--- config.mk ---
export PLATFORM = sky130hd
export DESIGN_NAME = combined_dedx_tof_particle_id
export DESIGN_NICKNAME = d
export VERILOG_FILES = /design/src/rtl/cdtpid_pkg.sv /design/src/rtl/combined_dedx_tof_particle_id.sv
export VERILOG_INCLUDE_DIRS = /design/src /design/src/rtl
export SDC_FILE = /design/constraint.sdc
export NUM_CORES = 1
export LEC_CHECK = 0
export ABC_CLOCK_PERIOD_IN_PS = 6300
export BUFFER_PORTS_ARGS = -buffer_cell sky130_fd_sc_hd__buf_2
export CAP_MARGIN = 20
export CORE_ASPECT_RATIO = 0.9
export CORE_UTILIZATION = 28
export DETAILED_ROUTE_END_ITERATION = 8
export GPL_ROUTABILITY_DRIVEN = 1
export PLACE_DENSITY = 0.41
export SLEW_MARGIN = 20
export SYNTH_ARGS = -nofsm -noshare
export SYNTH_HDL_FRONTEND = slang
export SYNTH_SLANG_ARGS = --single-unit
--- constraint.sdc ---
create_clock -name clk -period 6.3 [get_ports clk]
set_input_delay 0.945 -clock clk [delete_from_list [all_inputs] [get_ports clk]]
set_output_delay 0.945 -clock clk [all_outputs]
set_load 0.005 [all_outputs]
--- src/rtl/assert_macros.svh ---
// Assertion macros shared by the particle identification RTL.
// Needs a clock named clk and a synchronous reset named rst in scope.
`ifndef ASSERT_MACROS_SVH
`define ASSERT_MACROS_SVH

// Clocked implication check, switched off while reset is held.
`define ASSERT_CLK(label, prop, msg) \
  label: assert property (@(posedge clk) disable iff (rst) (prop)) else $error(msg);

// Same check that also runs while reset is held.
`define ASSERT_CLK_ALWAYS(label, prop, msg) \
  label: assert property (@(posedge clk) (prop)) else $error(msg);

`endif

--- src/rtl/cdtpid_pkg.sv ---
// Types and constants for the combined energy-loss / flight-time particle ID.
// No dependencies.
package cdtpid_pkg;

  localparam int CFG_INDEX_W = 4;
  localparam int CFG_DATA_W  = 16;

  // register indexes
  localparam logic [CFG_INDEX_W-1:0] REG_NSIGMA_CUT  = 4'd0;
  localparam logic [CFG_INDEX_W-1:0] REG_TIGHT_CUT   = 4'd1;
  localparam logic [CFG_INDEX_W-1:0] REG_PION_LOW    = 4'd2;
  localparam logic [CFG_INDEX_W-1:0] REG_PION_HIGH   = 4'd3;
  localparam logic [CFG_INDEX_W-1:0] REG_KAON_LOW    = 4'd4;
  localparam logic [CFG_INDEX_W-1:0] REG_KAON_HIGH   = 4'd5;
  localparam logic [CFG_INDEX_W-1:0] REG_PROTON_LOW  = 4'd6;
  localparam logic [CFG_INDEX_W-1:0] REG_PROTON_HIGH = 4'd7;

  // register reset values
  localparam logic [14:0]        NSIGMA_CUT_RST  = 15'd512;
  localparam logic [14:0]        TIGHT_CUT_RST   = 15'd26;
  localparam logic signed [15:0] PION_LOW_RST    = 16'sd205;
  localparam logic signed [15:0] PION_HIGH_RST   = 16'sd1024;
  localparam logic signed [15:0] KAON_LOW_RST    = 16'sd1638;
  localparam logic signed [15:0] KAON_HIGH_RST   = 16'sd2662;
  localparam logic signed [15:0] PROTON_LOW_RST  = 16'sd3277;
  localparam logic signed [15:0] PROTON_HIGH_RST = 16'sd4710;

  // species codes
  localparam logic [1:0] SPECIES_UNKNOWN = 2'd0;
  localparam logic [1:0] SPECIES_PION    = 2'd1;
  localparam logic [1:0] SPECIES_KAON    = 2'd2;
  localparam logic [1:0] SPECIES_PROTON  = 2'd3;

  // energy-loss status codes
  localparam logic [1:0] ELOSS_ABSENT    = 2'd0;
  localparam logic [1:0] ELOSS_AMBIGUOUS = 2'd1;
  localparam logic [1:0] ELOSS_UNIQUE    = 2'd2;

  // flight status codes
  localparam logic [1:0] FLIGHT_ABSENT  = 2'd0;
  localparam logic [1:0] FLIGHT_OUTSIDE = 2'd1;
  localparam logic [1:0] FLIGHT_INSIDE  = 2'd2;

  typedef struct packed {
    logic signed [15:0] pion_eloss_sigma;
    logic signed [15:0] kaon_eloss_sigma;
    logic signed [15:0] proton_eloss_sigma;
    logic signed [15:0] pion_flight_sigma;
    logic signed [15:0] kaon_flight_sigma;
    logic signed [15:0] proton_flight_sigma;
    logic signed [15:0] eloss_value;
    logic signed [15:0] beta_value;
    logic signed [15:0] flight_mass;
  } track_t;

  typedef struct packed {
    logic [1:0] species;
    logic [1:0] eloss_status;
    logic [1:0] flight_status;
  } result_t;

endpackage

--- src/rtl/combined_dedx_tof_particle_id.sv ---
// Top level of the combined energy-loss / flight-time particle ID.
// Uses cdtpid_pkg and assert_macros.svh.
//
// Usage:
//   track channel  (track_valid / track_ready / track): one track per item.
//   result channel (result_valid / result_ready / result): species plus the
//     energy-loss and flight status of that track, one item per track, in order.
//   cfg channel    (cfg_valid / cfg_ready / cfg_index / cfg_data): register
//     writes, always ready outside reset; indexes past the list are dropped.
//     Write only while no track is in flight.
// From track acceptance to result, the track is registered in the input stage,
// classified by one level of compare logic, and the result is registered.
// Throughput is one track per cycle while the receiver does not stall, set by
// that single compare stage between the input and result registers.
// Reset returns all cut registers to their defaults and empties both
// stages; track_ready and cfg_ready are low while reset is held.
// When the receiver stalls the result is held, the input stage fills, and
// track_ready drops only once both stages hold an item.
`include "assert_macros.svh"

module combined_dedx_tof_particle_id
  import cdtpid_pkg::*;
(
  input  logic                   clk,
  input  logic                   rst,
  input  logic                   track_valid,
  output logic                   track_ready,
  input  track_t                 track,
  output logic                   result_valid,
  input  logic                   result_ready,
  output result_t                result,
  input  logic                   cfg_valid,
  output logic                   cfg_ready,
  input  logic [CFG_INDEX_W-1:0] cfg_index,
  input  logic [CFG_DATA_W-1:0]  cfg_data
);

  logic [14:0]        nsigma_cut;
  logic [14:0]        tight_cut;
  logic signed [15:0] win_low  [3];
  logic signed [15:0] win_high [3];

  logic    s1_valid;
  track_t  s1_track;
  logic    out_free;
  logic    s1_advance;
  result_t result_next;

  // ---------------------------------------------------------------- config
  assign cfg_ready = !rst;

  always_ff @(posedge clk) begin
    if (rst) begin
      nsigma_cut  <= NSIGMA_CUT_RST;
      tight_cut   <= TIGHT_CUT_RST;
      win_low[0]  <= PION_LOW_RST;
      win_high[0] <= PION_HIGH_RST;
      win_low[1]  <= KAON_LOW_RST;
      win_high[1] <= KAON_HIGH_RST;
      win_low[2]  <= PROTON_LOW_RST;
      win_high[2] <= PROTON_HIGH_RST;
    end else if (cfg_valid) begin
      case (cfg_index)
        REG_NSIGMA_CUT:  nsigma_cut  <= cfg_data[14:0];
        REG_TIGHT_CUT:   tight_cut   <= cfg_data[14:0];
        REG_PION_LOW:    win_low[0]  <= $signed(cfg_data);
        REG_PION_HIGH:   win_high[0] <= $signed(cfg_data);
        REG_KAON_LOW:    win_low[1]  <= $signed(cfg_data);
        REG_KAON_HIGH:   win_high[1] <= $signed(cfg_data);
        REG_PROTON_LOW:  win_low[2]  <= $signed(cfg_data);
        REG_PROTON_HIGH: win_high[2] <= $signed(cfg_data);
        default: ;
      endcase
    end
  end

  // -------------------------------------------------------------- handshake
  assign out_free    = !result_valid || result_ready;
  assign s1_advance  = s1_valid && out_free;
  assign track_ready = !rst && (!s1_valid || out_free);

  always_ff @(posedge clk) begin
    if (rst) begin
      s1_valid <= 1'b0;
    end else if (track_valid && track_ready) begin
      s1_valid <= 1'b1;
    end else if (s1_advance) begin
      s1_valid <= 1'b0;
    end
  end

  always_ff @(posedge clk) begin
    if (track_valid && track_ready) begin
      s1_track <= track;
    end
  end

  always_ff @(posedge clk) begin
    if (rst) begin
      result_valid <= 1'b0;
    end else if (s1_advance) begin
      result_valid <= 1'b1;
    end else if (result_ready) begin
      result_valid <= 1'b0;
    end
  end

  always_ff @(posedge clk) begin
    if (s1_advance) begin
      result <= result_next;
    end
  end

  // --------------------------------------------------------- classification
  logic signed [15:0] eloss_sig  [3];
  logic signed [15:0] flight_sig [3];
  logic [16:0]        eloss_abs  [3];
  logic [2:0]         consistent;
  logic [2:0]         above;
  logic [2:0]         unique_sp;
  logic [2:0]         in_window;
  logic [2:0]         tight_ok;
  logic [16:0]        cut_ext;
  logic [16:0]        tight_ext;
  logic signed [15:0] tight_s;
  logic               eloss_pos;
  logic               beta_pos;
  logic               both_zero;
  logic [1:0]         eloss_status;
  logic [1:0]         flight_status;
  logic [1:0]         eloss_sp;
  logic [1:0]         flight_sp;
  logic [1:0]         tight_sp;
  logic               flight_hit_unique;
  logic               flight_hit_consistent;
  logic [1:0]         species;

  assign eloss_sig[0]  = s1_track.pion_eloss_sigma;
  assign eloss_sig[1]  = s1_track.kaon_eloss_sigma;
  assign eloss_sig[2]  = s1_track.proton_eloss_sigma;
  assign flight_sig[0] = s1_track.pion_flight_sigma;
  assign flight_sig[1] = s1_track.kaon_flight_sigma;
  assign flight_sig[2] = s1_track.proton_flight_sigma;

  assign cut_ext   = {2'b00, nsigma_cut};
  assign tight_ext = {2'b00, tight_cut};
  assign tight_s   = $signed({1'b0, tight_cut});

  always_comb begin
    for (int i = 0; i < 3; i++) begin
      // magnitude in 17 bits so the most negative value stays exact
      eloss_abs[i]  = eloss_sig[i][15] ? (17'd0 - {1'b1, eloss_sig[i]})
                                       : {1'b0, eloss_sig[i]};
      consistent[i] = eloss_abs[i] < cut_ext;
      above[i]      = eloss_abs[i] > cut_ext;
      in_window[i]  = (win_low[i] < s1_track.flight_mass) &&
                      (s1_track.flight_mass <= win_high[i]);
      tight_ok[i]   = (eloss_abs[i] < tight_ext) && (flight_sig[i] < tight_s);
    end
  end

  assign unique_sp[0] = consistent[0] && above[1] && above[2];
  assign unique_sp[1] = consistent[1] && above[2] && above[0];
  assign unique_sp[2] = consistent[2] && above[0] && above[1];

  assign eloss_pos = !s1_track.eloss_value[15] && (|s1_track.eloss_value);
  assign beta_pos  = !s1_track.beta_value[15] && (|s1_track.beta_value);
  assign both_zero = !(|s1_track.eloss_value) && !(|s1_track.beta_value);

  always_comb begin
    // at most one species can be unique, since the others sit above the cut
    eloss_sp = unique_sp[0] ? SPECIES_PION :
               unique_sp[1] ? SPECIES_KAON :
               unique_sp[2] ? SPECIES_PROTON : SPECIES_UNKNOWN;
    // first window wins where they overlap
    flight_sp = in_window[0] ? SPECIES_PION :
                in_window[1] ? SPECIES_KAON :
                in_window[2] ? SPECIES_PROTON : SPECIES_UNKNOWN;
    tight_sp  = tight_ok[0] ? SPECIES_PION :
                tight_ok[1] ? SPECIES_KAON :
                tight_ok[2] ? SPECIES_PROTON : SPECIES_UNKNOWN;

    if (!eloss_pos) begin
      eloss_status = ELOSS_ABSENT;
    end else if (|unique_sp) begin
      eloss_status = ELOSS_UNIQUE;
    end else begin
      eloss_status = ELOSS_AMBIGUOUS;
    end

    if (!beta_pos) begin
      flight_status = FLIGHT_ABSENT;
    end else if (|in_window) begin
      flight_status = FLIGHT_INSIDE;
    end else begin
      flight_status = FLIGHT_OUTSIDE;
    end

    flight_hit_unique     = |(unique_sp & in_window & ~(in_window << 1) & ~(in_window << 2));
    flight_hit_consistent = |(consistent & in_window & ~(in_window << 1) & ~(in_window << 2));

    species = SPECIES_UNKNOWN;
    if (eloss_status == ELOSS_UNIQUE && flight_status == FLIGHT_INSIDE) begin
      if (flight_hit_unique) begin
        species = flight_sp;
      end
    end else if (eloss_status == ELOSS_UNIQUE) begin
      if (flight_status == FLIGHT_ABSENT) begin
        species = eloss_sp;
      end
    end else if (flight_status == FLIGHT_INSIDE) begin
      if (eloss_status == ELOSS_ABSENT || flight_hit_consistent) begin
        species = flight_sp;
      end
    end else if (both_zero) begin
      species = tight_sp;
    end

    result_next.species       = species;
    result_next.eloss_status  = eloss_status;
    result_next.flight_status = flight_status;
  end

  // ------------------------------------------------------------- assertions
  `ASSERT_CLK(a_track_lands, track_valid && track_ready |=> s1_valid,
    "accepted track item did not reach the input stage")
  `ASSERT_CLK(a_stage_moves, s1_advance |=> result_valid,
    "input stage advanced without a result item")
  `ASSERT_CLK(a_species_grounded,
    result_valid && result.species != SPECIES_UNKNOWN |->
      (result.eloss_status == ELOSS_UNIQUE || result.flight_status == FLIGHT_INSIDE ||
       (result.eloss_status == ELOSS_ABSENT && result.flight_status == FLIGHT_ABSENT)),
    "species named without a unique, window or tight-cut match")
  `ASSERT_CLK_ALWAYS(a_quiet_in_reset, rst |=> !result_valid && !s1_valid,
    "pipeline not emptied by reset")

endmodule

==> Word level (Yosys, flattened, before mapping) <==
Memories as Yosys holds them, arrays and structs flattened.
Cells that the tools add are included.
{ "op_classes": {"bitwise_logic": 14, "n_addsub": 3, "muxes": 59, "order_cmp": 18, "reduce_logical": 42, "eq_ne": 9} }
{ "op_table": {"columns": ["operator", "count"], "rows": [
  ["$lt 17x15->1", 6],
  ["$lt 16x16->1", 6],
  ["$mux 16", 6],
  ["$gt 17x15->1", 3],
  ["$mux 17", 3],
  ["$sub 1x17->17 const A", 3],
  ["$le 16x16->1", 3],
  ["$mux 2", 20],
  ["$reduce_or 16->1", 2],
  ["$mux 1", 30],
  ["$logic_and 1x1->1", 19],
  ["$and 3x3->3", 6],
  ["$eq 4x3->1 const B", 4],
  ["$reduce_or 3->1", 4],
  ["$eq 4x2->1 const B", 2],
  ["$logic_not 1->1", 7],
  ["$not 3->3", 2],
  ["$or 1x1->1", 6],
  ["$eq 2x2->1 const B", 2],
  ["$eq 4x1->1 const B", 1],
  ["$logic_not 2->1", 2],
  ["$logic_not 4->1", 1],
  ["$reduce_and 2->1", 2],
  ["$reduce_bool 2->1", 2],
  ["$logic_or 1x1->1", 3]
]} }
{ "word_totals": {"mem_count": 2, "mem_bits_rw": 96, "in_bits": 169, "word_cells": 163, "reg_bits": 182, "output_inout_bits": 9} }
{ "mem_list": {"columns": ["name", "depth", "width", "rd", "rd_clocked_by_memory_dff", "write_ports", "line", "source"], "rows": [
  ["win_high", 3, 16, 3, 0, 3, "combined_dedx_tof_particle_id.sv:41", "logic signed [15:0] win_high [3];"],
  ["win_low", 3, 16, 3, 0, 3, "combined_dedx_tof_particle_id.sv:40", "logic signed [15:0] win_low [3];"]
]} }

==> Logic depth before layout (Yosys ltp) <==
{ "logic_depth": {"ltp_word": 14, "depth_mapped": 17, "ltp_nobuf": 17} }

==> Worst setup path after synthesis <==
No wires, ideal clock.
{ "synth_path": {"path_type": "input to register", "start": "in rst", "end": "reg s1_track, in the netlist eloss_sig[0], enable pin", "arrival_time_ns": 4.634, "path_buffers": 1, "slack_ns": 1.145, "cell_stages": 3, "path_cell_list": "clkbuf_1 a21oi_1 and2_1"} }
{ "synth_between": {"elab_chain_cells": 3} }
{ "synth_rtl": {"columns": ["element", "line", "source"], "rows": [
  ["from (decl)", "combined_dedx_tof_particle_id.sv:25", "input logic rst,"],
  ["$logic_not 1->1", "combined_dedx_tof_particle_id.sv:80", "assign track_ready = !rst && (!s1_valid || out_free);"],
  ["$logic_and 1x1->1", "combined_dedx_tof_particle_id.sv:80", null],
  ["via track_ready", "combined_dedx_tof_particle_id.sv:27", "output logic track_ready,"],
  ["$logic_and 1x1->1", "combined_dedx_tof_particle_id.sv:93", "if (track_valid && track_ready) begin"],
  ["to (signal assigned)", "combined_dedx_tof_particle_id.sv:94", "s1_track <= track;"],
  ["to (decl)", "combined_dedx_tof_particle_id.sv:44", "track_t s1_track;"]
]} }
The timed path passes the listed nets, and every way through them passes these cells.
A chain may end at the register's enable or synchronous reset.

==> Worst setup path in the final report <==
{ "layout_path": {"start": "reg s1_track, in the netlist eloss_sig[4]", "end": "reg result[5] in the netlist's numbering, data pin"} }
{ "layout_between": {"elab_chain_cells": 14} }
{ "layout_rtl": {"columns": ["element", "line", "source"], "rows": [
  ["$sub 1x17->17", "combined_dedx_tof_particle_id.sv:152", "eloss_abs[i] = eloss_sig[i][15] ? (17'd0 - {1'b1, eloss_sig[i]})"],
  ["$mux 17 (*)", "combined_dedx_tof_particle_id.sv:152", null],
  ["$gt 17x15->1 or $lt 17x15->1 (tied branches)", "combined_dedx_tof_particle_id.sv:155, combined_dedx_tof_particle_id.sv:154", null],
  ["$logic_and 1x1->1 (on tied branches) (2 in series)", "combined_dedx_tof_particle_id.sv:163, combined_dedx_tof_particle_id.sv:164", null],
  ["$reduce_or 3->1 (*)", "combined_dedx_tof_particle_id.sv:185", "end else if (|unique_sp) begin"],
  ["$mux 2 (*)", "combined_dedx_tof_particle_id.sv:185", null],
  ["$mux 2 (*)", "combined_dedx_tof_particle_id.sv:183", "if (!eloss_pos) begin"],
  ["via eloss_status[1]", "combined_dedx_tof_particle_id.sv:129", "logic [1:0] eloss_status;"],
  ["$logic_not 2->1", "combined_dedx_tof_particle_id.sv:212", "if (eloss_status == ELOSS_ABSENT || flight_hit_consistent) begin"],
  ["$logic_or 1x1->1", "combined_dedx_tof_particle_id.sv:212", null],
  ["$mux 2", "combined_dedx_tof_particle_id.sv:212", null],
  ["$mux 2", "combined_dedx_tof_particle_id.sv:211", "end else if (flight_status == FLIGHT_INSIDE) begin"],
  ["$mux 2", "combined_dedx_tof_particle_id.sv:207", "end else if (eloss_status == ELOSS_UNIQUE) begin"],
  ["$mux 2 (*)", "combined_dedx_tof_particle_id.sv:203", "if (eloss_status == ELOSS_UNIQUE && flight_status == FLIGHT_INSIDE) begin"],
  ["via species[1]", "combined_dedx_tof_particle_id.sv:136", "logic [1:0] species;"],
  ["to (signal assigned)", "combined_dedx_tof_particle_id.sv:110", "result <= result_next;"],
  ["to (decl)", "combined_dedx_tof_particle_id.sv:31", "output result_t result,"]
]} }
Mark *: on every way through the listed nets, which the timed path passes. The rest lies on a longest branch.

==> flow_summary.json <==
{
  "hold_path.class": "reg2reg",
  "ir_drop_mv": 0.205,
  "syn_avg_cell_area_um2": 11.8,
  "cp-end-kind": "flip-flop",
  "report.final.slew_viol_count": 0,
  "drive_gt1_frac": 0.169,
  "start_kind": "flip-flop",
  "ant_nets": 0,
  "wl_per_cell_um": 19.1,
  "clkSinkCount": 278,
  "antenna_found_initial": 0,
  "cts_hold_buf": 0,
  "setup_tns_ns": 0,
  "netlist_top_cells_count": "246 x edfxtp_1, 225 x ha_1, 121 x nand2_1, 105 x inv_1, 88 x a21oi_1",
  "syn_nets": 1693,
  "hpwl_mm": 32.1,
  "synth.most_common_cell": "edfxtp_1",
  "synthArstFlopShare": 0,
  "synth_ff_type": "edfxtp_1",
  "drc": 0,
  "critPathRequiredTime_ns": 6.56,
  "grt_use_total": 0.154,
  "setup_violations": 0,
  "timing.hold.ws_ns": 0.452,
  "n_antenna_cell": 0,
  "syn_inst": 1299,
  "htree_levels": 2,
  "cts_tree": "yes",
  "yosys_warnings": 0,
  "finalNonFillerCells": 2228,
  "synth_top_area_frac": 0.483,
  "dp_cells": 2161,
  "yosysUniqueCellTypes": 74,
  "cts_setup_buffers": 0,
  "post_cts_resized": 0,
  "ios": 178,
  "overflow": 0,
  "worst_slew_pin_slew_ns": 0.980,
  "power_density_nw_per_um2": 260,
  "gp_congestion": 0.794,
  "r2r_slack_ns": 1.55,
  "ys_ff_latch": 278,
  "synth-edff-count": 246,
  "totalWireLength_mm": 42.6,
  "place_area_um2": 17100,
  "min_period_ns": 4.75,
  "netlist_area_um2": 15300,
  "clk_latency_ns": 0.56,
  "initial_core_util": 0.286,
  "clk_pin_slew_ns": 0.05,
  "critPathArrivalTime_ns": 5.01,
  "p_leak_uw": 0.00721,
  "yosys.area.top_type": "edfxtp_1",
  "grt_pass1_wl_mm": 64.1,
  "via_count": 10435,
  "areaGrowthSynthToFinish_pct": 19.3,
  "worstSetupPathType": "reg2reg",
  "ys_seq_area_frac": 0.525,
  "drt_iter0_drc": 548,
  "hold_viol": 0,
  "fp.dieH_um": 224,
  "portBuffers": 177,
  "cts-root-buf": "clkbuf_16",
  "worst-path-max-fanout": 5,
  "netlist_top_cells_area": "edfxtp_1 48%, ha_1 18%, dfxtp_1 4.2%",
  "max-cap-violations": 0,
  "period_share": 0.754,
  "slew_headroom": 0.347,
  "die_area_um2": 55600,
  "rsz0062_at_grt": "no",
  "cts_made_buffers": 37,
  "num_rows": 80,
  "grt_pass1_vias": 10370,
  "grt_start_max_net_pins": 145,
  "fmax_mhz": 211,
  "routed_via_density": 4.68,
  "fin_skew_ns": 0.0278,
  "die_w_um": 248,
  "status": "finished, final reports clean",
  "cts.path.max_buffers": 3,
  "firstDrtPassIters": 5,
  "design_area_um2": 18300,
  "core_area_um2": 53500,
  "nets": 1897
}
-- flip-flops by register name, summed over array words and instances, names as in the netlist --
signal / flops
flight_sig: 48
win_low: 48
s1_valid: 1
result: 6
nsigma_cut: 15
win_high: 48
tight_cut: 15
s1_track: 48
eloss_sig: 48
result_valid: 1
-- power breakdown --
group | switching (uW) | internal, uW | total, uW
Combinational | 309 | 218 | 527
Sequential | 45.1 | 2110 | 2150
Clock | 812 | 1250 | 2060
Total | 1170 | 3580 | 4740
-- area by class of cell --
| class | instances | area (um2) |
|---|---|---|
| well taps | 697 | 872 |
| clock buffers | 52 | 1050 |
| fillers | 5457 | 35200 |
| repair buffers | 182 | 936 |
| multi-input cells | 898 | 6840 |
| flip-flops and latches | 278 | 8030 |
| inverters | 106 | 398 |
| clock inverters | 15 | 133 |
-- cell families after synthesis --
family,count (synthesis),synth area share
DFF,278,0.525
muxes,1,0.000654
adders and majority gates,225,0.184
AOI/OAI and AO/OA,254,0.108
buffers and inverters,123,0.0302
and+or+nand+nor,379,0.130
xor gates and xnor gates,39,0.0223
-- stage by stage --
stage | setup WS (ns) | total power [uW] | util
finish | 1.55 | 4740 | 0.342
global route | 1.20 | 4970 | 0.342
CTS | 1.57 | 4830 | 0.342
detailed placement | 1.60 | 2720 | 0.319
global placement | 1.62 | 2710 | 0.319
floorplan | 1.14 | 2510 | -
-- placed cells by master (no fill, tap or decap), types with 5 or more instances in the layout --
cell and instances:
a221oi_1 5, nand3_1 28, nor2b_1 13, a31oi_1 6, clkbuf_1 10, o31ai_1 13
and3_1 5, a21o_1 21, clkbuf_16 39, or3_1 9, o211ai_1 14, nand4_1 30
nor2_1 45, ha_1 225, nand2b_1 37, a21oi_1 88, buf_2 177, o21ai_0 44
and2_1 30, a211oi_1 12, dfxtp_1 32, nand2_1 121, clkinv_2 8, nor4_1 15
xnor2_1 37, nor3_1 14, edfxtp_1 246, inv_1 105
-- worst max-delay path: stages (launching register included) --
cell and delay, ns:
edfxtp_1 0.42, or4_4 0.56, or3_2 0.47, o41ai_1 0.33
xnor2_1 0.22, ha_1 0.30, a211oi_1 0.22, o21bai_1 0.10
a21o_1 0.18, a221oi_1 0.44, nand3_4 0.18, and4bb_2 0.31
a22o_2 0.31, nor4bb_2 0.30, o211ai_2 0.12
-- layer usage --
layer	vias to the layer above	GRT usage	part of all wire
li1	5300	-	-
met1	4892	0.218	0.50
met2	181	0.239	0.44
met3	62	0.0264	0.036
met4	0	0.0517	0.025
met5	-	0	0
-- path summary, 6_finish.rpt --
| kind | from | to | cells after the start |
|---|---|---|---|
| setup / recovery | eloss_sig[4] | result[5] | 14 |
| hold reg to reg | tight_cut[6] | tight_cut[6] | 2 |
| setup reg to reg | eloss_sig[4] | result[5] | 14 |
| hold / removal | tight_cut[6] | tight_cut[6] | 2 |
Note: power is estimated with default switching activity, not from simulation.
